<file path="src/rtl/core/sqe_pkg.sv">
// Shared constants and types for the simplex element quality pipeline.
`default_nettype none

package sqe_pkg;

  // Defaults for the top-level parameters
  localparam int unsigned COORD_WIDTH_DEF       = 32;
  localparam int unsigned QUALITY_FRAC_BITS_DEF = 16;

  // Chunk width of the partial-product multipliers and their latency
  localparam int unsigned MUL_CHUNK   = 32;
  localparam int unsigned MUL_LATENCY = 3;

  // Scale factors: 12 = (2*sqrt(3))^2, 432 = (12*sqrt(3))^2
  localparam int unsigned TRI_K = 12;
  localparam int unsigned TET_K = 432;

  // Register file
  localparam int unsigned APB_ADDR_W       = 3;
  localparam int unsigned APB_DATA_W       = 32;
  localparam int unsigned REG_ELEMENT_KIND = 0;

  typedef enum logic {
    KIND_TRI = 1'b0,
    KIND_TET = 1'b1
  } elem_kind_e;

  // Control travelling alongside the root-search payload
  typedef struct packed {
    logic valid;
    logic degen;
  } sqe_ctl_t;

endpackage

`default_nettype wire

</file>
<file path="src/rtl/core/sqe_mul.sv">
// Signed multiplier built from registered 32x32 partial products, three stages.
`default_nettype none

module sqe_mul #(
  parameter int unsigned WA = 33,
  parameter int unsigned WB = 33
) (
  input  wire logic                  clk_i,
  input  wire logic                  en_i,
  input  wire logic signed [WA-1:0]  a_i,
  input  wire logic signed [WB-1:0]  b_i,
  output logic signed [WA+WB-1:0]    p_o
);
  import sqe_pkg::*;

  localparam int unsigned NA = (WA + MUL_CHUNK - 1) / MUL_CHUNK;
  localparam int unsigned NB = (WB + MUL_CHUNK - 1) / MUL_CHUNK;
  localparam int unsigned AW = NA * MUL_CHUNK;
  localparam int unsigned BW = NB * MUL_CHUNK;
  localparam int unsigned RW = BW + MUL_CHUNK;
  localparam int unsigned PW = WA + WB;

  logic [AW-1:0]          mag_a;
  logic [BW-1:0]          mag_b;
  logic [2*MUL_CHUNK-1:0] pp_q [NA][NB];
  logic                   neg1_q, neg2_q;
  logic [RW-1:0]          row_d [NA];
  logic [RW-1:0]          row_q [NA];
  logic [AW+BW-1:0]       acc;
  logic [PW-1:0]          prod;
  logic signed [PW-1:0]   p_q;

  // magnitudes; the most negative value maps to its correct unsigned magnitude
  always_comb begin
    mag_a = AW'($unsigned(a_i[WA-1] ? -a_i : a_i));
    mag_b = BW'($unsigned(b_i[WB-1] ? -b_i : b_i));
  end

  // stage 1: chunk products
  always_ff @(posedge clk_i) begin
    if (en_i) begin
      for (int i = 0; i < NA; i++) begin
        for (int j = 0; j < NB; j++) begin
          pp_q[i][j] <= (2*MUL_CHUNK)'(mag_a[i*MUL_CHUNK +: MUL_CHUNK]) *
                        (2*MUL_CHUNK)'(mag_b[j*MUL_CHUNK +: MUL_CHUNK]);
        end
      end
      neg1_q <= a_i[WA-1] ^ b_i[WB-1];
    end
  end

  // stage 2: one row per chunk of a
  always_comb begin
    for (int i = 0; i < NA; i++) begin
      row_d[i] = '0;
      for (int j = 0; j < NB; j++) begin
        row_d[i] = row_d[i] + (RW'(pp_q[i][j]) << (MUL_CHUNK*j));
      end
    end
  end

  always_ff @(posedge clk_i) begin
    if (en_i) begin
      row_q  <= row_d;
      neg2_q <= neg1_q;
    end
  end

  // stage 3: rows summed, sign applied
  always_comb begin
    acc = '0;
    for (int i = 0; i < NA; i++) begin
      acc = acc + ((AW+BW)'(row_q[i]) << (MUL_CHUNK*i));
    end
    prod = acc[PW-1:0];
  end

  always_ff @(posedge clk_i) begin
    if (en_i) begin
      p_q <= neg2_q ? -$signed(prod) : $signed(prod);
    end
  end

  assign p_o = p_q;

endmodule

`default_nettype wire

</file>
<file path="config.mk">
export PLATFORM = sky130hd
export DESIGN_NAME = sqe_mul
export DESIGN_NICKNAME = d
export VERILOG_FILES = /design/src/rtl/core/sqe_pkg.sv /design/src/rtl/core/sqe_mul.sv
export SDC_FILE = /design/constraint.sdc
export NUM_CORES = 2
export LEC_CHECK = 0
export BUFFER_PORTS_ARGS = -buffer_cell sky130_fd_sc_hd__buf_2
export CAP_MARGIN = 20
export CORE_ASPECT_RATIO = 1.25
export CORE_MARGIN = 5
export CORE_UTILIZATION = 30
export CTS_CLUSTER_DIAMETER = 60
export DETAILED_ROUTE_END_ITERATION = 16
export GPL_TIMING_DRIVEN = 0
export HOLD_SLACK_MARGIN = 0.05
export MAX_ROUTING_LAYER = met4
export PLACE_DENSITY = 0.45
export SKIP_CTS_REPAIR_TIMING = 1
export SLEW_MARGIN = 10
export SYNTH_ARGS = -nofsm -noshare
export SYNTH_HDL_FRONTEND = slang
export SYNTH_SLANG_ARGS = --single-unit
</file>
<file path="constraint.sdc">
create_clock -name clk_i -period 13.8 [get_ports clk_i]
set_input_delay 2.07 -clock clk_i [delete_from_list [all_inputs] [get_ports clk_i]]
set_output_delay 2.07 -clock clk_i [all_outputs]
set_load 0.02 [all_outputs]
</file>
==> results.txt <==
# DRC - 0
die area - 0.167 mm2
min cycle time layout - 13.70 ns
vias in the first global route - 38.9k
CP required - 14.13 ns
Post-synth EDFFs - 295
Final WS setup - 0.0981 ns
synth warn - 0
CP max stage cell - clkdlybuf4s15_1
CP top delay family - adder cells
first-pass GRT wire length - 285000 um
crit path max fanout - 10
Initial DRC Count - 2796
worst skew pair latency - 0.58 ns
Synth area leaders - fa_1 38%, edfxtp_1 19%, ha_1 8.7%
pre-CTS setup slack - -3.22 ns
Most Used Layer, Global Route - met2
HP Class - flip-flop to flip-flop
Post-synth top flop - edfxtp_1
largest family of logic cells by synthesized area - adder cells
Synth Area in Adders - 46.4%
Net Count, Synth - 6285
Top Ports - 134
Via density - 5.03
Max stage delay on crit path - 0.94 ns
top-count cell post-synth - inv_1
antenna-violating nets left - 0
Post-Syn Instances - 4988
Seq/Total Area, Yosys - 18.6%
largest net degree at the start of global routing - 100
clock sinks - 295
top cells by instance count after synthesis - 915 x inv_1, 898 x fa_1, 695 x nor2_1
startpoint types - primary input
Area Overhead vs Synth - 12.5%
WL/cell - 27.3 um
top-area cell type share of the netlist area - 37.7%
grt ovf - 0
CTS tree - built
Post-synth ARST share - 0%
endpoints failing setup - 0
Core Box Area - 0.158 mm2
RSZ-0062 raised after global routing - yes
global placement routability congestion - 1.02
Clock Skews - 0.0436 ns
total number of vias - 36.8k
clk buf depth - 3
total CTS buffers - 26
initial antenna violation count - 11
Rel. slew slack - 15.0%
reported max-cap violation count - 0
All-Layer GR Usage - 24.5%
Slew @ Worst Pin - 1.27 ns
Most common cell on crit path - fa_1
multiplexer share of the synthesized area - 0.131%
critical path data arrival time - 14.04 ns
M3 GR Usage - 2.94%
WL final - 200000 um
Final HPWL DP - 171000 um
fin nets - 6528
Synth Area in XOR/XNOR - 5.24%
met1 Use GR - 29.2%
fraction of layout cells with a size suffix above 1 - 7.96%
Max Slew Vio Count - 0
Fin. Hold Viols - 0
met2 Use GR - 40.0%
crit path kind - primary input to flip-flop
fmax - 73.0 MHz
Worst-path clk slew - 0.07 ns
Crit. End Element - flip-flop
status - finished clean
Post-Synth Simple-Gate Area - 13.4%
CTS root buffer - clkbuf_16
Syn Area/Cell - 9.55 um2
Starting Density - 30.2%
CTS H-Tree Depth - 1
DR pass1 iterations - 5
Cell Rows - 163
post-synth top area cell - fa_1
synthesized flop and latch total - 295
Syn Std Cell Area - 0.0476 mm2
Die H - 455 um
CP bufs+invs - 7
complex-gate fraction of the synthesized area - 7.18%
# port buffers - 130
distinct cell type count after synthesis - 82
width of the die - 366 um
period utilisation layout - 99.3%
## metal layers
layer / wire length [um] / vias to the layer above
li1: - / 16000
met1: 78600 / 18900
met2: 93600 / 1479
met3: 11400 / 439
met4: 16000 / 0
met5: 0 / -
## cell usage in the layout (no fill, tap or decap), types with 127 or more instances in the layout
master	count
fa_1	898
inv_1	914
edfxtp_1	295
nand2_1	563
a21oi_1	127
xnor2_1	155
ha_1	331
nor2_1	695
clkbuf_1	175
buf_2	133
## final timing paths
| check | startpoint | to | slack (ns) | cells after the start |
|---|---|---|---|---|
| setup reg to reg | row_q[0] | p_o[59] | 9.28 | 13 |
| hold reg to reg | pp_q[1][40] | row_q[7] | 0.42 | 0 |
| setup / recovery | a_i[32] | pp_q[0][95] | 0.1 | 29 |
| hold / removal | pp_q[1][40] | row_q[7] | 0.42 | 0 |
## cells by family (layout without fill, tap and decap cells)
family,after synthesis,in the layout
buffers and inverters,1135,1397
AO/OA/AOI/OAI,519,519
XOR/XNOR,285,285
multiplexers,6,6
flip-flops,295,295
AND/OR/NAND/NOR,1519,1519
adder cells (fa/ha/maj),1229,1229
other,0,8
## final cells by class
| class | instances | area (um2) |
|---|---|---|
| diodes | 8 | 20.0 |
| clock inverters | 17 | 131 |
| plain buffers | 209 | 866 |
| inverters | 917 | 3450 |
| fillers | 16500 | 104000 |
| clock buffers | 30 | 666 |
| repair buffers | 224 | 1850 |
| multi-input cells | 3558 | 35100 |
| well taps | 2062 | 2580 |
| flip-flops and latches | 295 | 8860 |
## flip-flops by register name, indices dropped and copies added, names as in the netlist
signal / count
pp_q: 129
neg2_q: 1
p_o: 66
row_q: 98
neg1_q: 1
## stage by stage
stage               instances  instance area (um2)  hold slack (ns)  TNS [ns]  utilization [%]
floorplan                4988                47600            0.400         0                -
global placement         7180                50900            0.404    -94.55             32.2
detailed placement       7261                52500            0.405    -68.74             33.2
CTS                      7308                53300            0.419    -44.61             33.7
global route             7317                53600            0.419   -0.0188             33.9
finish                   7320                53600            0.419         0             33.9
Power is left out: the tool's default activity adds up to more than one toggle a clock period on the data nets, which glitch-free logic cannot reach.
